### src/design/unft_pkg.sv
package unft_pkg;

    // Command codes of an input item.
    localparam logic [1:0] CMD_PACKET = 2'd0;
    localparam logic [1:0] CMD_TICK   = 2'd1;
    localparam logic [1:0] CMD_RESP   = 2'd2;
    localparam logic [1:0] CMD_REV    = 2'd3;

    // Result status codes.
    localparam logic [3:0] STAT_HIT       = 4'd0;
    localparam logic [3:0] STAT_NEW       = 4'd1;
    localparam logic [3:0] STAT_FULL      = 4'd2;
    localparam logic [3:0] STAT_AUX_DROP  = 4'd3;
    localparam logic [3:0] STAT_UNK_DROP  = 4'd4;
    localparam logic [3:0] STAT_TICK      = 4'd5;
    localparam logic [3:0] STAT_RESP_DONE = 4'd6;
    localparam logic [3:0] STAT_RESP_FAIL = 4'd7;
    localparam logic [3:0] STAT_REV_HIT   = 4'd8;
    localparam logic [3:0] STAT_REV_MISS  = 4'd9;

    // Configuration register indexes.
    localparam logic [2:0] REG_GATEWAY_IP       = 3'd0;
    localparam logic [2:0] REG_LOCAL_DNS_IP     = 3'd1;
    localparam logic [2:0] REG_AUX_ROUTER_IP    = 3'd2;
    localparam logic [2:0] REG_HOST_DNS_IP      = 3'd3;
    localparam logic [2:0] REG_HOST_LOOPBACK_IP = 3'd4;

    localparam logic [31:0] SUBNET_MASK       = 32'hFFFF_FF00;
    localparam logic [31:0] LOOPBACK_RESET_IP = 32'h7F00_0001;

    typedef struct packed {
        logic [1:0]  cmd;
        logic [31:0] src_ip;
        logic [31:0] dst_ip;
        logic [15:0] src_port;
        logic [15:0] dst_port;
        logic [47:0] src_mac;
        logic [47:0] dst_mac;
        logic        has_payload;
        logic        resp_ok;
        logic [4:0]  entry_id;
    } in_item_t;

    typedef struct packed {
        logic [3:0]  status;
        logic [4:0]  flow_handle;
        logic [31:0] forward_ip;
        logic [31:0] out_src_ip;
        logic [31:0] out_dst_ip;
        logic [15:0] out_src_port;
        logic [15:0] out_dst_port;
        logic [47:0] out_src_mac;
        logic [47:0] out_dst_mac;
        logic        rx_pause;
        logic        send_pending;
        logic [4:0]  expired_count;
    } out_item_t;

    // Work class that the front assigns to an item.
    typedef enum logic [2:0] {
        KIND_LOOKUP,
        KIND_AUX_DROP,
        KIND_UNK_DROP,
        KIND_TICK,
        KIND_RESP,
        KIND_REV
    } kind_t;

    typedef struct packed {
        kind_t       kind;
        logic [31:0] fwd_ip;
        in_item_t    item;
    } work_t;

endpackage

### src/design/unft_queue.sv
module unft_queue
    import unft_pkg::*;
(
    input  logic  aclk,
    input  logic  aresetn,
    input  logic  push,
    input  work_t push_data,
    output logic  full,
    input  logic  pop,
    output logic  not_empty,
    output work_t pop_data
);

    work_t       slot_reg [2];
    logic        wr_ptr_reg;
    logic        rd_ptr_reg;
    logic [1:0]  count_reg;

    assign full      = count_reg == 2'd2;
    assign not_empty = count_reg != 2'd0;
    assign pop_data  = slot_reg[rd_ptr_reg];

    // Two-entry ring between the front and the back.
    always_ff @(posedge aclk) begin
        if (!aresetn) begin
            wr_ptr_reg <= 1'b0;
            rd_ptr_reg <= 1'b0;
            count_reg  <= 2'd0;
        end else begin
            if (push) begin
                wr_ptr_reg <= !wr_ptr_reg;
            end
            if (pop) begin
                rd_ptr_reg <= !rd_ptr_reg;
            end
            if (push && !pop) begin
                count_reg <= count_reg + 2'd1;
            end else if (pop && !push) begin
                count_reg <= count_reg - 2'd1;
            end
        end
    end

    always_ff @(posedge aclk) begin
        if (push) begin
            slot_reg[wr_ptr_reg] <= push_data;
        end
    end

endmodule

### config.mk
export PLATFORM = sky130hd
export DESIGN_NAME = unft_queue
export DESIGN_NICKNAME = d
export VERILOG_FILES = /design/src/design/unft_pkg.sv /design/src/design/unft_queue.sv
export SDC_FILE = /design/constraint.sdc
export NUM_CORES = 1
export LEC_CHECK = 0
export BUFFER_PORTS_ARGS = -buffer_cell sky130_fd_sc_hd__buf_2
export CORE_MARGIN = 8
export CORE_UTILIZATION = 55
export CTS_CLUSTER_DIAMETER = 120
export DETAILED_ROUTE_END_ITERATION = 7
export PLACE_DENSITY = 0.83
export SLEW_MARGIN = 25
export SYNTH_ARGS = -nofsm -noshare
export SYNTH_HDL_FRONTEND = slang
export SYNTH_SLANG_ARGS = --single-unit
### constraint.sdc
create_clock -name aclk -period 18.6 [get_ports aclk]
set_input_delay 0.93 -clock aclk [delete_from_list [all_inputs] [get_ports aclk]]
set_output_delay 0.93 -clock aclk [all_outputs]
set_load 0.005 [all_outputs]
==> summary.md <==
| Metric | Value |
|---|---|
| Port Buf Inserts | 477 |
| Most common cell after layout, fill and taps aside | buf_2 |
| Antenna Nets Post-Route | 0 |
| Syn_area_per_cell | 23.00 sq um |
| Per-cell routed wire length | 23.41 um |
| Pre-CTS WS | 14.75 ns |
| Area occupied by multi-input gates | 2933 sq um |
| Fin area | 21,700 sq um |
| Final hold vios | 0 |
| Worst setup margin | 14.27 ns |
| Worst Hold Class | reg -> reg |
| Crit path time final | 4.326 ns |
| Crit path largest cell delay | 0.81 ns |
| Clock slew at reported path FFs | 0.06 ns |
| Normalized max-slew margin | 0.3396 |
| TritonCTS clock tree | built |
| Power Density | 109.6 nW/um^2 |
| Leak | 8.226 nW |
| Vias | 9,054 |
| Worst Tran Pin Value | 0.9906 ns |
| Via density | 5.273 |
| Final setup violation count | 0 |
| DRT Pass-1 Iters | 4 |
| DRT iter0 DRCs | 577 |
| Cell area after synthesis | 17,390 sq um |
| Die Wd | 193.8 um |
| Post-CTS Resized | 0 |
| Commonest cells after routing, fill and taps aside | 477 x buf_2, 472 x edfxtp_1, 196 x mux2_2, 49 x clkbuf_16, 40 x mux2_4 |
| Top Ports | 478 |
| Clk Tree Root Cell | clkbuf_16 |
| Site Rows | 65 |
| Critical Path Fanout Max | 75 |
| H-tree Lvls | 2 |
| Placed inst area | 20,180 sq um |
| GR Overflow Total | 0 |
| Crit Path Category | reg -> out |
| GRT Util Overall | 0.2045 |
| Most used cell, CP | buf_4 |
| Clk_skew | 0.01132 ns |
| Count of different cell masters after synthesis | 18 |
| Layout cells sized above 1 | 0.6103 |
| Mapped Cells | 756 |
| Area grow syn2layout | 24.82% |
| Hold Buf Count CTS | 0 |
| Yosys Warn Count | 0 |
| Clock sinks | 477 |
| Final setup TNS | 0 ns |
| Nets@finish | 1,507 |
| Crit share post-route | 0.2326 |
| Max_cap viols | 0 |
| CTS max path bufs | 3 |
| Highest-delay cell along the critical path | buf_4 |
| First-pass GRT wire length | 58,650 um |
| Startpoint Class | register |
| Core area | 31,310 sq um |
| Worst path cell trace | buf_4 > buf_4 > mux2_2 > buf_2 |
| Register Area | 14,280 sq um |
| Fmax | 0.2311 GHz |
| Slew Viols, Final | 0 |
| HPWL after detailed placement | 28,170 um |
| Initial core utilization | 0.5554 |
| Worst vdd ir | 0.00008420 V |
| Largest net degree at the start of global routing | 79 |
| Initial antenna violation count | 18 |
| Result of the run | finished clean |
| CP required | 17.67 ns |
| Gp weighted congestion | 0.8243 |
| Sequential area share after synthesis | 0.8208 |
| Setup repair bufs after CTS | 0 |
| Mapped Nets | 997 |
| DRC viols | 0 |
| DRT Wirelength | 40,200 um |
| FILL cells | 1,986 |
| WP data arrival | 3.40 ns |
| Synth Register Bits | 477 |
| Full die area | 37,560 sq um |
| CTS buffer count | 46 |
| Die Ht | 193.8 um |
| Clock latency on the worst-skew pair | 0.53 ns |
| Max reg flops | 472 |
| Vias in the first global route | 9,948 |
| RSZ-0062 raised after global routing | no |
| CP Capture Type | primary output |
-- metal layers --
metal  track usage  share of wire
met4       0.08571          0.035
met3       0.07289          0.097
met5             0         0.0012
met1        0.2164           0.34
met2        0.3663           0.53
-- logic make-up after synthesis --
group,Yosys count,share of synthesized area
AOI/OAI and AO/OA,3,0.001151
xor gates and xnor gates,3,0.001511
adders and majority gates,1,0.0007194
buffers and inverters,27,0.01108
DFF,477,0.8208
muxes,236,0.1615
and+or+nand+nor,9,0.003238
-- through the flow --
stage	hold slack [ns]	power [W]	instances	utilization
6_report	0.5509	0.002380	1717	0.6932
3_5_place_dp	0.5482	0.001512	1619	0.6445
3_3_place_gp	0.4845	0.001502	1619	0.6445
5_1_grt	0.5576	0.002455	1715	0.6930
4_1_cts	0.5574	0.002404	1702	0.6911
2_1_floorplan	0.4678	0.001412	756	-
-- worst paths after layout --
kind / start / endpoint / slack (ns) / depth (start not counted)
min reg2reg: count_reg[1]$_SDFFE_PN0P_ / count_reg[1]$_SDFFE_PN0P_ / 0.55 / 2
max: register / pop_data[139] / 14.27 / 4
max reg2reg: wr_ptr_reg$_SDFFE_PN0P_ / slot_reg[1][206]$_DFFE_PP_ / 15.85 / 4
min: count_reg[1]$_SDFFE_PN0P_ / count_reg[1]$_SDFFE_PN0P_ / 0.55 / 2
-- report_power, final --
group	switching, W	leakage [nW]	internal, W	total [W]
combinational	0.000110	3.04	0.000115	0.000225
sequential	0.0000185	4.47	0.00124	0.00126
clock	0.000371	0.717	0.000521	0.000892
-- synthesized netlist by cell type, drive strengths merged --
| cell type | instances | area, sq um |
|---|---|---|
| edfxtp | 472 | 14170 |
| inv | 1 | 3.750 |
| buf | 26 | 188.9 |
| or3 | 1 | 6.260 |
| ha | 1 | 12.51 |
| xor2 | 2 | 17.52 |
| xnor2 | 1 | 8.760 |
| dfxtp | 5 | 100.1 |
| o21ai | 1 | 5.000 |
| nor2b | 3 | 18.77 |
| or2 | 1 | 6.260 |
| mux2 | 236 | 2808 |
| and2 | 4 | 25.02 |
| o21a | 1 | 7.510 |
| a21boi | 1 | 7.510 |
-- layout make-up --
cell class / instances / share of cell area
multi-input combinational: 252 / 0.1351
antenna: 14 / 0.001614
clock buffer: 58 / 0.05805
inverter: 1 / 0.0001729
tap: 402 / 0.02317
sequential: 477 / 0.6578
clock inverter: 25 / 0.009166
timing repair buffer: 488 / 0.1149
-- critical path, delay by kind of cell (launching register included) --
family | cells | cell delay [ns]
buffers and inverters | 3 | 1.61
flip-flops | 1 | 0.70
multiplexers | 1 | 0.43
(Power assumes the default switching activity.)
