<file path="src/design/unft_pkg.sv">
package unft_pkg;

    // Command codes of an input item.
    localparam logic [1:0] CMD_PACKET = 2'd0;
    localparam logic [1:0] CMD_TICK   = 2'd1;
    localparam logic [1:0] CMD_RESP   = 2'd2;
    localparam logic [1:0] CMD_REV    = 2'd3;

    // Result status codes.
    localparam logic [3:0] STAT_HIT       = 4'd0;
    localparam logic [3:0] STAT_NEW       = 4'd1;
    localparam logic [3:0] STAT_FULL      = 4'd2;
    localparam logic [3:0] STAT_AUX_DROP  = 4'd3;
    localparam logic [3:0] STAT_UNK_DROP  = 4'd4;
    localparam logic [3:0] STAT_TICK      = 4'd5;
    localparam logic [3:0] STAT_RESP_DONE = 4'd6;
    localparam logic [3:0] STAT_RESP_FAIL = 4'd7;
    localparam logic [3:0] STAT_REV_HIT   = 4'd8;
    localparam logic [3:0] STAT_REV_MISS  = 4'd9;

    // Configuration register indexes.
    localparam logic [2:0] REG_GATEWAY_IP       = 3'd0;
    localparam logic [2:0] REG_LOCAL_DNS_IP     = 3'd1;
    localparam logic [2:0] REG_AUX_ROUTER_IP    = 3'd2;
    localparam logic [2:0] REG_HOST_DNS_IP      = 3'd3;
    localparam logic [2:0] REG_HOST_LOOPBACK_IP = 3'd4;

    localparam logic [31:0] SUBNET_MASK       = 32'hFFFF_FF00;
    localparam logic [31:0] LOOPBACK_RESET_IP = 32'h7F00_0001;

    typedef struct packed {
        logic [1:0]  cmd;
        logic [31:0] src_ip;
        logic [31:0] dst_ip;
        logic [15:0] src_port;
        logic [15:0] dst_port;
        logic [47:0] src_mac;
        logic [47:0] dst_mac;
        logic        has_payload;
        logic        resp_ok;
        logic [4:0]  entry_id;
    } in_item_t;

    typedef struct packed {
        logic [3:0]  status;
        logic [4:0]  flow_handle;
        logic [31:0] forward_ip;
        logic [31:0] out_src_ip;
        logic [31:0] out_dst_ip;
        logic [15:0] out_src_port;
        logic [15:0] out_dst_port;
        logic [47:0] out_src_mac;
        logic [47:0] out_dst_mac;
        logic        rx_pause;
        logic        send_pending;
        logic [4:0]  expired_count;
    } out_item_t;

    // Work class that the front assigns to an item.
    typedef enum logic [2:0] {
        KIND_LOOKUP,
        KIND_AUX_DROP,
        KIND_UNK_DROP,
        KIND_TICK,
        KIND_RESP,
        KIND_REV
    } kind_t;

    typedef struct packed {
        kind_t       kind;
        logic [31:0] fwd_ip;
        in_item_t    item;
    } work_t;

endpackage

</file>
<file path="src/design/unft_front.sv">
module unft_front
    import unft_pkg::*;
(
    input  logic        aclk,
    input  logic        aresetn,
    input  logic        cfg_valid,
    output logic        cfg_ready,
    input  logic [2:0]  cfg_index,
    input  logic [31:0] cfg_data,
    input  logic        s_valid,
    output logic        s_ready,
    input  in_item_t    s_data,
    output logic        q_push,
    input  logic        q_full,
    output work_t       q_data
);

    logic [31:0] gateway_ip_reg;
    logic [31:0] local_dns_ip_reg;
    logic [31:0] aux_router_ip_reg;
    logic [31:0] host_dns_ip_reg;
    logic [31:0] host_loopback_ip_reg;
    logic        on_subnet;

    assign cfg_ready = 1'b1;

    // Configuration registers; unknown indexes are ignored.
    always_ff @(posedge aclk) begin
        if (!aresetn) begin
            gateway_ip_reg       <= '0;
            local_dns_ip_reg     <= '0;
            aux_router_ip_reg    <= '0;
            host_dns_ip_reg      <= '0;
            host_loopback_ip_reg <= LOOPBACK_RESET_IP;
        end else if (cfg_valid) begin
            case (cfg_index)
                REG_GATEWAY_IP:       gateway_ip_reg       <= cfg_data;
                REG_LOCAL_DNS_IP:     local_dns_ip_reg     <= cfg_data;
                REG_AUX_ROUTER_IP:    aux_router_ip_reg    <= cfg_data;
                REG_HOST_DNS_IP:      host_dns_ip_reg      <= cfg_data;
                REG_HOST_LOOPBACK_IP: host_loopback_ip_reg <= cfg_data;
                default: ;
            endcase
        end
    end

    assign s_ready = !q_full;
    assign q_push  = s_valid && !q_full;

    // Classify the item and choose the forward destination.
    assign on_subnet = (s_data.dst_ip & SUBNET_MASK) == (gateway_ip_reg & SUBNET_MASK);

    always_comb begin
        q_data.item   = s_data;
        q_data.fwd_ip = '0;
        q_data.kind   = KIND_LOOKUP;
        unique case (s_data.cmd)
            CMD_TICK: q_data.kind = KIND_TICK;
            CMD_RESP: q_data.kind = KIND_RESP;
            CMD_REV:  q_data.kind = KIND_REV;
            default: begin
                if (!on_subnet) begin
                    q_data.fwd_ip = s_data.dst_ip;
                end else if (s_data.dst_ip == gateway_ip_reg) begin
                    q_data.fwd_ip = (host_dns_ip_reg == local_dns_ip_reg) ?
                                    gateway_ip_reg : host_loopback_ip_reg;
                end else if (s_data.dst_ip == local_dns_ip_reg) begin
                    q_data.fwd_ip = host_dns_ip_reg;
                end else if (s_data.dst_ip == aux_router_ip_reg) begin
                    q_data.kind = KIND_AUX_DROP;
                end else begin
                    q_data.kind = KIND_UNK_DROP;
                end
            end
        endcase
    end

endmodule

</file>
<file path="config.mk">
export PLATFORM = sky130hd
export DESIGN_NAME = unft_front
export DESIGN_NICKNAME = d
export VERILOG_FILES = /design/src/design/unft_pkg.sv /design/src/design/unft_front.sv
export SDC_FILE = /design/constraint.sdc
export NUM_CORES = 1
export LEC_CHECK = 0
export ABC_AREA = 1
export ABC_CLOCK_PERIOD_IN_PS = 1850
export BUFFER_PORTS_ARGS = -buffer_cell sky130_fd_sc_hd__buf_2
export CORE_AREA = 2 2 187 189
export DETAILED_ROUTE_END_ITERATION = 6
export DIE_AREA = 0 0 189 191
export GPL_ROUTABILITY_DRIVEN = 1
export PLACE_DENSITY = 0.62
export REMOVE_ABC_BUFFERS = 1
export SYNTH_ARGS = -nofsm -noshare
export SYNTH_HDL_FRONTEND = slang
export SYNTH_SLANG_ARGS = --single-unit
export TNS_END_PERCENT = 1
</file>
<file path="constraint.sdc">
create_clock -name aclk -period 1.85 [get_ports aclk]
set_clock_uncertainty 0.15 [all_clocks]
set_input_delay 0.185 -clock aclk [delete_from_list [all_inputs] [get_ports aclk]]
set_output_delay 0.185 -clock aclk [all_outputs]
set_load 0.02 [all_outputs]
</file>
==> metrics <==
run status complete, but fails checks; violated checks negative setup slack; maximum root-to-sink buffer count 2; Final Hold Vio Count 0; worst hold slack 0.0479 ns; length of the first detailed-routing pass in iterations 6; most frequent standard cell in the layout excluding fill and tap cells nor2_1; overall fraction of global-route tracks in use 38.4%; register area share after synthesis 31.3%; number of antenna violations at the first check in global routing 3; fraction of synthesized cell area taken by the top area cell type 31.3%; area leader, netlist dfxtp_1; Core Area 34100 µm²; Final Total Pwr 9080 µW; top area cells in the synthesized netlist dfxtp_1 (31%), buf_4 (15%), nor2_1 (9.4%); critical path's largest stage delay 0.32 ns; number of levels in the clock H-tree 4; endpoint type of the worst setup path primary output; number of rows in the core area 68; DRC violations left 0; Hold Path Class in2reg; Setup crit start kind flip-flop; areal power density over the cells 709 nW/µm²; Tcrit/Tclk final 147%; routed via count 10.7k; CTS tree yes; total of buffers placed on input and output ports 144; GR Overflow Total 0; slowest stage cell, crit path dfxtp_1; vias in the first global route 9602; global-route wire length before repair 90300 µm; clock period minus worst slack 2.72 ns; Ports 480; Max Freq 0.367 GHz; number of max-slew violations in the final report 0; number of flip-flops and latches in the synthesized netlist 160; final setup vio count 34; number of DRC markers after the initial detailed-route iteration 1136; Data required, critical path 1.51 ns; Yosys Warn Count 0; starting density of the core 30.0%; largest vdd supply drop 737 µV; highest net fanout along the worst path 8; share of post-route cells with drive strength above 1 28.6%; Synth Cell Area 10200 µm²; fin nets 1872; post-route antenna net violation count 0; clock-pin transition on the worst setup and hold timing paths 0.07 ns; area of the die 36100 µm²; routed wire length 71700 µm; RePlAce Congestion 1.22; Crit path top cell by count nand2_1; Post-Syn Instances 1531; Synth Area per Inst 6.68 µm²; width of the die 189 µm; Layout Area Growth over Synthesis 25.2%; post-detailed-route wirelength per cell 34.1 µm; worst-case setup margin in the final layout -0.873 ns; Crit Path Class reg2out; Worst-Skew Late Latency 0.44 ns; total clock buffers created by CTS 17; largest net degree at the start of global routing 89; LEAKAGE 0.00562 µW; maximum capacitance violations 0; CP arrival 2.39 ns; RSZ-0062 raised after global routing yes; Die Y-Extent 191 µm; root buffer cell clkbuf_16; estimated wirelength of the detail-placed design 60500 µm; mean number of vias per cell 5.11; distinct cell type count of the synthesized netlist 29; most frequent cells in the layout nor2_1 (244), nand2_1 (241), o21ai_0 (182); CTS Sinks 160; crit path cell chain xor2_1, nor2_1, nand2_1, nor2_2, nand2_2, nor2_8, buf_6, buf_8, nand3_1, nand2_1, a21oi_2, buf_4
[area by class of cell]
class / count / area, µm²
Sequential cell: 160 / 3220
Clock buffer: 17 / 425
Timing Repair inverter: 3 / 33.8
Clock inverter: 15 / 170
Inverter: 77 / 307
Fill cell: 3573 / 21300
Timing Repair Buffer: 358 / 2830
Multi-Input combinational cell: 1014 / 5250
Antenna cell: 4 / 10.0
Tap cell: 455 / 569
[Yosys cell counts]
library cell	count
nor2_1	257
nand2_1	255
buf_4	205
o21ai_0	182
dfxtp_1	160
nand3_1	110
a21oi_1	78
inv_1	69
xnor2_1	64
clkbuf_1	54
xor2_1	32
buf_2	17
nand4_1	12
a21oi_2	9
inv_2	5
buf_6	3
or2_2	3
clkinv_1	2
nor2_2	2
nor3_1	2
o21ai_1	2
buf_1	1
conb_1	1
inv_4	1
nand2_2	1
nor2_8	1
nor3_2	1
nor3b_1	1
or2_1	1
[per-layer routing]
metal | routed length [µm] | GRT usage [%]
met1 | 16700 | 26.1
met2 | 30200 | 58.5
met3 | 16000 | 38.2
met4 | 8090 | 33.7
met5 | 755 | 15.1
[where the power goes]
group | internal (µW) | switching, µW | total [µW]
Sequential | 3570 | 90.6 | 3660
Clock | 2030 | 1670 | 3700
Combinational | 721 | 1010 | 1730
[critical path: cells and delay by family (launching register included)]
family / cells / cell delay (ns)
buffers and inverters: 3 / 0.46
flip-flops: 1 / 0.32
XOR/XNOR: 1 / 0.15
AO/OA/AOI/OAI: 1 / 0.05
AND/OR/NAND/NOR: 7 / 0.95
[stage by stage]
| stage | cell area, µm² | util (%) | instances | setup TNS [ns] | worst slack (ns) |
|---|---|---|---|---|---|
| 6_report | 12800 | 37.6 | 2103 | -28.65 | -0.873 |
| 5_1_grt | 12800 | 37.5 | 2099 | -31.36 | -0.967 |
| 4_1_cts | 12300 | 36.2 | 2090 | -27.30 | -0.827 |
| 3_5_place_dp | 11100 | 32.6 | 2024 | -18.30 | -0.582 |
| 3_3_place_gp | 11100 | 32.6 | 2024 | -17.33 | -0.544 |
| 2_1_floorplan | 8370 | - | 1251 | -83.76 | -1.49 |
[cells by family (layout without fill, tap and decap cells)]
kind of cell / count (synthesis) / after routing / share of synthesized area (%)
compound gates: 271 / 271 / 13.6
xor+xnor: 96 / 96 / 8.22
buf+inv: 357 / 470 / 21.1
flops: 160 / 160 / 31.3
other cells: 1 / 5 / 0.0366
simple gates: 646 / 646 / 25.8
[timing repair]
action / in CTS / in global routing
buffers inserted: 1 / 5
endpoints found under the setup margin: 34 / 34
pin swaps: 24 / 28
resized for setup: 68 / 93
endpoints found under the hold margin: 160 / 0
hold buffers: 32 / 0
cloned: 1 / 5
[final timing paths]
check,start,endpoint,slack [ns],cells after the start
worst max-delay path,gateway_ip_reg[11]$_SDFFE_PN0P_,q_data[224],-0.87,12
worst min-delay path,aresetn,host_loopback_ip_reg[30]$_SDFFE_PN1P_,0.05,3
worst max register to register,local_dns_ip_reg[6]$_SDFFE_PN0P_,local_dns_ip_reg[6]$_SDFFE_PN0P_,0.87,3
worst min register to register,host_loopback_ip_reg[26]$_SDFFE_PN1P_,host_loopback_ip_reg[26]$_SDFFE_PN1P_,0.32,2
Power figures use the tool's default switching activity.
