$ cat src/design/unft_pkg.sv
package unft_pkg;

    // Command codes of an input item.
    localparam logic [1:0] CMD_PACKET = 2'd0;
    localparam logic [1:0] CMD_TICK   = 2'd1;
    localparam logic [1:0] CMD_RESP   = 2'd2;
    localparam logic [1:0] CMD_REV    = 2'd3;

    // Result status codes.
    localparam logic [3:0] STAT_HIT       = 4'd0;
    localparam logic [3:0] STAT_NEW       = 4'd1;
    localparam logic [3:0] STAT_FULL      = 4'd2;
    localparam logic [3:0] STAT_AUX_DROP  = 4'd3;
    localparam logic [3:0] STAT_UNK_DROP  = 4'd4;
    localparam logic [3:0] STAT_TICK      = 4'd5;
    localparam logic [3:0] STAT_RESP_DONE = 4'd6;
    localparam logic [3:0] STAT_RESP_FAIL = 4'd7;
    localparam logic [3:0] STAT_REV_HIT   = 4'd8;
    localparam logic [3:0] STAT_REV_MISS  = 4'd9;

    // Configuration register indexes.
    localparam logic [2:0] REG_GATEWAY_IP       = 3'd0;
    localparam logic [2:0] REG_LOCAL_DNS_IP     = 3'd1;
    localparam logic [2:0] REG_AUX_ROUTER_IP    = 3'd2;
    localparam logic [2:0] REG_HOST_DNS_IP      = 3'd3;
    localparam logic [2:0] REG_HOST_LOOPBACK_IP = 3'd4;

    localparam logic [31:0] SUBNET_MASK       = 32'hFFFF_FF00;
    localparam logic [31:0] LOOPBACK_RESET_IP = 32'h7F00_0001;

    typedef struct packed {
        logic [1:0]  cmd;
        logic [31:0] src_ip;
        logic [31:0] dst_ip;
        logic [15:0] src_port;
        logic [15:0] dst_port;
        logic [47:0] src_mac;
        logic [47:0] dst_mac;
        logic        has_payload;
        logic        resp_ok;
        logic [4:0]  entry_id;
    } in_item_t;

    typedef struct packed {
        logic [3:0]  status;
        logic [4:0]  flow_handle;
        logic [31:0] forward_ip;
        logic [31:0] out_src_ip;
        logic [31:0] out_dst_ip;
        logic [15:0] out_src_port;
        logic [15:0] out_dst_port;
        logic [47:0] out_src_mac;
        logic [47:0] out_dst_mac;
        logic        rx_pause;
        logic        send_pending;
        logic [4:0]  expired_count;
    } out_item_t;

    // Work class that the front assigns to an item.
    typedef enum logic [2:0] {
        KIND_LOOKUP,
        KIND_AUX_DROP,
        KIND_UNK_DROP,
        KIND_TICK,
        KIND_RESP,
        KIND_REV
    } kind_t;

    typedef struct packed {
        kind_t       kind;
        logic [31:0] fwd_ip;
        in_item_t    item;
    } work_t;

endpackage

$ cat src/design/unft_back.sv
module unft_back
    import unft_pkg::*;
#(
    parameter int FLOW_ENTRIES  = 16,
    parameter int MAX_AGE_TICKS = 3
) (
    input  logic      aclk,
    input  logic      aresetn,
    input  logic      q_valid,
    input  work_t     q_data,
    output logic      q_pop,
    output logic      m_valid,
    input  logic      m_ready,
    output out_item_t m_data
);

    localparam int IW = (FLOW_ENTRIES > 1) ? $clog2(FLOW_ENTRIES) : 1;
    localparam int CW = $clog2(FLOW_ENTRIES + 1);
    localparam int AW = (MAX_AGE_TICKS > 1) ? $clog2(MAX_AGE_TICKS + 1) : 1;
    localparam logic [CW-1:0] CNT_END  = CW'(FLOW_ENTRIES);
    localparam logic [IW-1:0] IDX_LAST = IW'(FLOW_ENTRIES - 1);
    localparam logic [AW-1:0] AGE_MAX  = AW'(MAX_AGE_TICKS);

    typedef enum logic [4:0] {
        ST_IDLE = 5'b00001,
        ST_SCAN = 5'b00010,
        ST_TICK = 5'b00100,
        ST_REV  = 5'b01000,
        ST_DONE = 5'b10000
    } state_t;

    state_t          state_reg, state_next;
    work_t           cur_reg, cur_next;
    logic [CW-1:0]   cnt_reg, cnt_next;
    logic            pend_reg, pend_next;
    logic [IW-1:0]   idx_reg, idx_next;
    logic            free_found_reg, free_found_next;
    logic [IW-1:0]   free_idx_reg, free_idx_next;
    logic [4:0]      exp_reg, exp_next;
    out_item_t       res_reg, res_next;
    logic            pause_reg, pause_next;
    logic            out_valid_reg, out_valid_next;
    out_item_t       out_reg, out_next;

    logic            valid_reg [FLOW_ENTRIES];
    logic            valid_next [FLOW_ENTRIES];
    logic [AW-1:0]   age_reg [FLOW_ENTRIES];
    logic [AW-1:0]   age_next [FLOW_ENTRIES];
    logic            mark_reg [FLOW_ENTRIES];
    logic            mark_next [FLOW_ENTRIES];

    logic [95:0]     tup_mem [FLOW_ENTRIES];
    logic [95:0]     mac_mem [FLOW_ENTRIES];
    logic [95:0]     rd_tup, rd_mac;
    logic [IW-1:0]   rd_addr;
    logic            wr_en;
    logic [IW-1:0]   wr_addr;

    logic [95:0]     key;
    logic            match;
    logic            free_now;
    logic [IW-1:0]   free_sel;
    logic [8:0]      eid_wide;
    logic [8:0]      eid_less;
    logic            eid_ok;
    logic [IW-1:0]   eid_idx;
    logic [IW-1:0]   tick_idx;

    function automatic logic [4:0] handle_of(input logic [IW-1:0] idx);
        handle_of = 5'(9'(idx) + 9'd1);
    endfunction

    assign key      = {cur_reg.item.src_ip, cur_reg.item.dst_ip,
                       cur_reg.item.src_port, cur_reg.item.dst_port};
    assign match    = pend_reg && valid_reg[idx_reg] && (rd_tup == key);
    assign free_now = free_found_reg || !valid_reg[idx_reg];
    assign free_sel = free_found_reg ? free_idx_reg : idx_reg;
    assign eid_wide = {4'd0, q_data.item.entry_id};
    assign eid_less = eid_wide - 9'd1;
    assign eid_ok   = (eid_wide != 9'd0) && (eid_wide <= 9'(FLOW_ENTRIES));
    assign eid_idx  = eid_less[IW-1:0];
    assign tick_idx = cnt_reg[IW-1:0];
    assign rd_addr  = (state_reg == ST_IDLE) ? eid_idx : cnt_reg[IW-1:0];
    assign wr_addr  = free_sel;

    assign m_valid = out_valid_reg;
    assign m_data  = out_reg;

    // Table memories: one write and one registered read a cycle.
    always_ff @(posedge aclk) begin
        if (wr_en) begin
            tup_mem[wr_addr] <= key;
            mac_mem[wr_addr] <= {cur_reg.item.src_mac, cur_reg.item.dst_mac};
        end
        rd_tup <= tup_mem[rd_addr];
        rd_mac <= mac_mem[rd_addr];
    end

    // Sequencer for one item at a time.
    always_comb begin
        state_next      = state_reg;
        cur_next        = cur_reg;
        cnt_next        = cnt_reg;
        pend_next       = pend_reg;
        idx_next        = idx_reg;
        free_found_next = free_found_reg;
        free_idx_next   = free_idx_reg;
        exp_next        = exp_reg;
        res_next        = res_reg;
        pause_next      = pause_reg;
        out_valid_next  = out_valid_reg && !m_ready;
        out_next        = out_reg;
        valid_next      = valid_reg;
        age_next        = age_reg;
        mark_next       = mark_reg;
        q_pop           = 1'b0;
        wr_en           = 1'b0;

        unique case (state_reg)
            ST_IDLE: begin
                cnt_next        = '0;
                pend_next       = 1'b0;
                free_found_next = 1'b0;
                exp_next        = '0;
                res_next        = '0;
                res_next.rx_pause = pause_reg;
                if (q_valid) begin
                    q_pop    = 1'b1;
                    cur_next = q_data;
                    case (q_data.kind)
                        KIND_LOOKUP: state_next = ST_SCAN;
                        KIND_TICK:   state_next = ST_TICK;
                        KIND_RESP: begin
                            if (q_data.item.resp_ok) begin
                                state_next = ST_SCAN;
                            end else begin
                                pause_next          = 1'b0;
                                res_next.status     = STAT_RESP_FAIL;
                                res_next.rx_pause   = 1'b0;
                                state_next          = ST_DONE;
                            end
                        end
                        KIND_REV: begin
                            idx_next = eid_idx;
                            if (eid_ok) begin
                                state_next = ST_REV;
                            end else begin
                                res_next.status = STAT_REV_MISS;
                                state_next      = ST_DONE;
                            end
                        end
                        KIND_AUX_DROP: begin
                            res_next.status = STAT_AUX_DROP;
                            state_next      = ST_DONE;
                        end
                        default: begin
                            res_next.status = STAT_UNK_DROP;
                            state_next      = ST_DONE;
                        end
                    endcase
                end
            end
            ST_SCAN: begin
                // Issue one read a cycle and compare the entry read last cycle.
                if (cnt_reg != CNT_END) begin
                    cnt_next  = cnt_reg + CW'(1);
                    pend_next = 1'b1;
                    idx_next  = cnt_reg[IW-1:0];
                end else begin
                    pend_next = 1'b0;
                end
                if (pend_reg) begin
                    if (!free_found_reg && !valid_reg[idx_reg]) begin
                        free_found_next = 1'b1;
                        free_idx_next   = idx_reg;
                    end
                    if (match || idx_reg == IDX_LAST) begin
                        state_next = ST_DONE;
                        if (cur_reg.kind == KIND_RESP) begin
                            pause_next        = 1'b0;
                            res_next.rx_pause = 1'b0;
                            if (match) begin
                                res_next.status       = STAT_RESP_DONE;
                                res_next.flow_handle  = handle_of(idx_reg);
                                res_next.send_pending = mark_reg[idx_reg];
                                mark_next[idx_reg]    = 1'b0;
                            end else begin
                                res_next.status = STAT_RESP_FAIL;
                            end
                        end else begin
                            res_next.forward_ip = cur_reg.fwd_ip;
                            if (match) begin
                                res_next.status      = STAT_HIT;
                                res_next.flow_handle = handle_of(idx_reg);
                            end else if (free_now) begin
                                wr_en                = 1'b1;
                                valid_next[free_sel] = 1'b1;
                                age_next[free_sel]   = '0;
                                mark_next[free_sel]  = cur_reg.item.has_payload;
                                pause_next           = 1'b1;
                                res_next.rx_pause    = 1'b1;
                                res_next.status      = STAT_NEW;
                                res_next.flow_handle = handle_of(free_sel);
                            end else begin
                                res_next.status = STAT_FULL;
                            end
                        end
                    end
                end
            end
            ST_TICK: begin
                // Age one entry a cycle; an entry already at the age limit is evicted.
                cnt_next = cnt_reg + CW'(1);
                if (valid_reg[tick_idx]) begin
                    if (age_reg[tick_idx] == AGE_MAX) begin
                        valid_next[tick_idx] = 1'b0;
                        exp_next             = exp_reg + 5'd1;
                    end else begin
                        age_next[tick_idx] = age_reg[tick_idx] + AW'(1);
                    end
                end
                if (tick_idx == IDX_LAST) begin
                    res_next.status        = STAT_TICK;
                    res_next.expired_count = exp_next;
                    state_next             = ST_DONE;
                end
            end
            ST_REV: begin
                if (valid_reg[idx_reg]) begin
                    res_next.status       = STAT_REV_HIT;
                    res_next.flow_handle  = cur_reg.item.entry_id;
                    res_next.out_src_ip   = rd_tup[63:32];
                    res_next.out_dst_ip   = rd_tup[95:64];
                    res_next.out_src_port = rd_tup[15:0];
                    res_next.out_dst_port = rd_tup[31:16];
                    res_next.out_src_mac  = rd_mac[47:0];
                    res_next.out_dst_mac  = rd_mac[95:48];
                end else begin
                    res_next.status = STAT_REV_MISS;
                end
                state_next = ST_DONE;
            end
            ST_DONE: begin
                if (!out_valid_reg || m_ready) begin
                    out_next       = res_reg;
                    out_valid_next = 1'b1;
                    state_next     = ST_IDLE;
                end
            end
            default: state_next = ST_IDLE;
        endcase
    end

    always_ff @(posedge aclk) begin
        if (!aresetn) begin
            state_reg     <= ST_IDLE;
            pause_reg     <= 1'b0;
            out_valid_reg <= 1'b0;
            for (int i = 0; i < FLOW_ENTRIES; i++) begin
                valid_reg[i] <= 1'b0;
            end
        end else begin
            state_reg     <= state_next;
            pause_reg     <= pause_next;
            out_valid_reg <= out_valid_next;
            valid_reg     <= valid_next;
        end
    end

    always_ff @(posedge aclk) begin
        cur_reg        <= cur_next;
        cnt_reg        <= cnt_next;
        pend_reg       <= pend_next;
        idx_reg        <= idx_next;
        free_found_reg <= free_found_next;
        free_idx_reg   <= free_idx_next;
        exp_reg        <= exp_next;
        res_reg        <= res_next;
        out_reg        <= out_next;
        age_reg        <= age_next;
        mark_reg       <= mark_next;
    end

endmodule

$ cat config.mk
export PLATFORM = sky130hd
export DESIGN_NAME = unft_back
export DESIGN_NICKNAME = d
export VERILOG_FILES = /design/src/design/unft_pkg.sv /design/src/design/unft_back.sv
export SDC_FILE = /design/constraint.sdc
export NUM_CORES = 2
export LEC_CHECK = 0
export ABC_CLOCK_PERIOD_IN_PS = 31900
export BUFFER_PORTS_ARGS = -buffer_cell sky130_fd_sc_hd__buf_2
export CAP_MARGIN = 20
export CORE_UTILIZATION = 53
export CTS_BUF_LIST = sky130_fd_sc_hd__clkbuf_4 sky130_fd_sc_hd__clkbuf_8
export DETAILED_ROUTE_END_ITERATION = 6
export HOLD_SLACK_MARGIN = 0.03
export PLACE_DENSITY = 0.75
export SLEW_MARGIN = 20
export SYNTH_ARGS = -nofsm -noshare
export SYNTH_HDL_FRONTEND = slang
export SYNTH_SLANG_ARGS = --single-unit
$ cat constraint.sdc
create_clock -name aclk -period 31.9 [get_ports aclk]
set_input_delay 3.19 -clock aclk [delete_from_list [all_inputs] [get_ports aclk]]
set_output_delay 3.19 -clock aclk [all_outputs]
set_load 0.03 [all_outputs]
==> impl_metrics.csv <==
group,metric,value,unit
status,status,"finished, violations left",
status,violations,"DRC",
power_and_ir_drop,p_per_area,80.8,mW/mm2
setup_path,critPathRequiredTime,28710,ps
drt,vias_per_cell,6.23,
place,dpl_worst_slack,23630,ps
place,hpwl,207,mm
grt,gr-total-overflow,0,
place,portBuffers,479,
clock_network,clk_pin_slew,60,ps
grt,grt_max_degree,203,
final_layout,fillers,20800,
final_layout,syn_to_final_growth,12.5,%
timing,fin_skew,88.1,ps
setup_path,worstSetupPathType,"in -> out",
final_layout,fin_nets,11200,
floorplan,rows,197,
drt,drt-initial-drc-count,13000,
synth,synth.distinct_cells,73,
drt,wl_per_cell,26.7,um
timing,setup_tns,0,ps
synth,yosys_register_bits,4068,
drt,routed_wl,410,mm
final_layout,drive_above_1_share,15.5,%
setup_path,endpoint_kind,"output port",
clock_network,cts_buffer_depth,4,
clock_network,cts_hold_buf,0,
synth,synthAdderAreaFrac,0.138,%
timing,relSlewSlack,13.9,%
synth,yosys_most_used_dff,"edfxtp_1",
timing,rsz0062_at_grt,"false",
timing,max_freq,0.125,GHz
setup_path,worstPathMaxFanout,46,
clock_network,clock_latency,1200,ps
synth,async_flop_share,0,%
timing,finalMaxSlewViolations,0,
synth,syn_inst,10400,
power_and_ir_drop,irDropWorstVdd,73.8,uV
timing,min_period_over_period,25.2,%
place,gp_congestion,0.860,
final_layout,mostFrequentLayoutCell,"edfxtp_1",
floorplan,dieArea,0.293,mm2
clock_network,root_buffer,"clkbuf_8",
timing,setup_viol,0,
final_layout,instances_no_fill,15400,
clock_network,h-tree-depth,6,
clock_network,tritoncts,"yes",
power_and_ir_drop,finalPower,0.0140,W
grt,grt_pass1_vias,92800,
floorplan,initial_utilization,53.4,%
place,dp.cells,14200,
synth,postSynthAreaPerCell,14.7,um2
synth,synth_compound_area_share,7.17,%
drt,antenna_left,0,
grt,grt_pass1_wl,595,mm
synth,synth_area,0.154,mm2
timing,hold_violations,0,
drt,route.detailed.drc,2,
floorplan,dieHeight,541,um
drt,via_count,95800,
final_layout,register_area,0.120,mm2
setup_path,start_kind,"primary input",
synth,yosysWarnings,0,
grt,track_usage,27.3,%
clock_network,cts_resized,0,
clock_network,post_cts_buffers,0,
power_and_ir_drop,p_leak,59.0,nW
setup_path,arrival,4840,ps
floorplan,fp.dieW,541,um
clock_network,cts-buffers-inserted,628,
synth,ys_seq_area_share,77.9,%
final_layout,multi_input_area,0.0312,mm2
final_layout,largestRegisters,"mac_mem x1536, tup_mem x1536",
synth,synthMuxAreaShare,0.874,%
timing,fin_crit,8030,ps
flow_run,cap_violations,0,
final_layout,final_cell_mix,"3853 x edfxtp_1, 2281 x nand2_1, 828 x nand3_1",
hold_path,hold_path_class,"reg -> reg",
synth,synth_top_family_by_area,"simple AND/OR/NAND/NOR gates",
drt,first_pass_iters,7,
timing,fin_ws,23870,ps
timing,tightestPinTransition,1290,ps
synth,syn-num-nets,10700,
grt,antenna_found_initial,33,
floorplan,design.portCount,482,
synth,synth_edf_count,3853,
floorplan,coreArea,0.289,mm2
clock_network,cts_sinks,4068,
synth,synthXorXnorAreaFrac,0.415,%
synth,synthSimpleGateAreaFrac,11.5,%
## cell type report
type	count	share of cell area (%)
well taps	3880	2.80
inverters	44	0.0953
multi-input cells	5587	18.0
clock buffers	932	6.52
diodes	14	0.0202
repair buffers	621	2.23
flip-flops and latches	4068	69.3
clock inverters	230	1.06
## cell families after synthesis
logic type      Yosys count
mux                      65
compound gates         1501
fa+ha+maj                17
flops                  4068
simple gates           3931
buf+inv                 794
xor+xnor                 73
## metal layers
layer | vias up | part of all wire (%) | GRT usage (%) | routed length [um]
li1 | 40900 | - | - | -
met1 | 47100 | 37 | 37.5 | 152000
met2 | 6668 | 46 | 42.4 | 190000
met3 | 1017 | 12 | 5.46 | 50400
met4 | 20 | 4.4 | 12.2 | 17900
met5 | - | 0.11 | 0 | 448
## Yosys cell counts (6+ instances only)
cell / count / share of area (%)
a311oi_1: 551 / 3.1
nand2_1: 2283 / 5.6
inv_1: 42 / 0.10
o31ai_1: 8 / 0.039
ha_1: 17 / 0.14
nor2_2: 10 / 0.041
and3_1: 372 / 1.5
mux4_2: 54 / 0.79
buf_2: 50 / 0.16
o22ai_1: 7 / 0.028
a21o_1: 6 / 0.029
nor4_1: 18 / 0.073
a31oi_1: 195 / 0.79
nor3_1: 26 / 0.084
o211ai_1: 15 / 0.073
buf_1: 32 / 0.078
o21ai_0: 52 / 0.17
xnor2_1: 14 / 0.080
o21ai_1: 13 / 0.042
nor3b_1: 6 / 0.029
clkbuf_1: 658 / 1.6
mux2i_1: 7 / 0.045
a21oi_1: 232 / 0.75
dfxtp_1: 215 / 2.8
edfxtp_1: 3853 / 75
nand2b_1: 10 / 0.041
a211oi_1: 382 / 1.9
a2111oi_0: 7 / 0.040
xor2_1: 59 / 0.34
nand3_1: 829 / 2.7
nor2_1: 66 / 0.16
nand4_1: 20 / 0.081
nor2b_1: 45 / 0.18
or4_1: 7 / 0.034
and2_1: 219 / 0.89
## final timing paths
kind | startpoint | endpoint | slack (ps) | cells after the start
setup reg to reg | idx_reg[0] | mac_mem[13][25] | 24260 | 9
hold reg to reg | res_reg[39] | m_data[39] | 380 | 0
setup / recovery | q_valid | q_pop | 23870 | 4
hold / removal | res_reg[39] | m_data[39] | 380 | 0
## power by group
group | total (W) | switching, W | internal (W)
sequential | 0.00659 | 0.000287 | 0.00631
clock | 0.00447 | 0.00205 | 0.00242
combinational | 0.00293 | 0.00210 | 0.000830
## worst max-delay path, cell delays in order
cell    delay [ps]
buf_2          140
and3_4         690
buf_4          490
buf_2          280
## per-stage QoR
| step | cell area (um2) | util [%] | hold slack [ps] |
|---|---|---|---|
| after floorplan | 154000 | - | 400 |
| after global placement | 160000 | 55.4 | 400 |
| after detailed placement | 160000 | 55.4 | 405 |
| after CTS | 173000 | 60.0 | 375 |
| after global routing | 173000 | 60.0 | 390 |
| final | 173000 | 60.0 | 384 |
(Power assumes the default switching activity.)
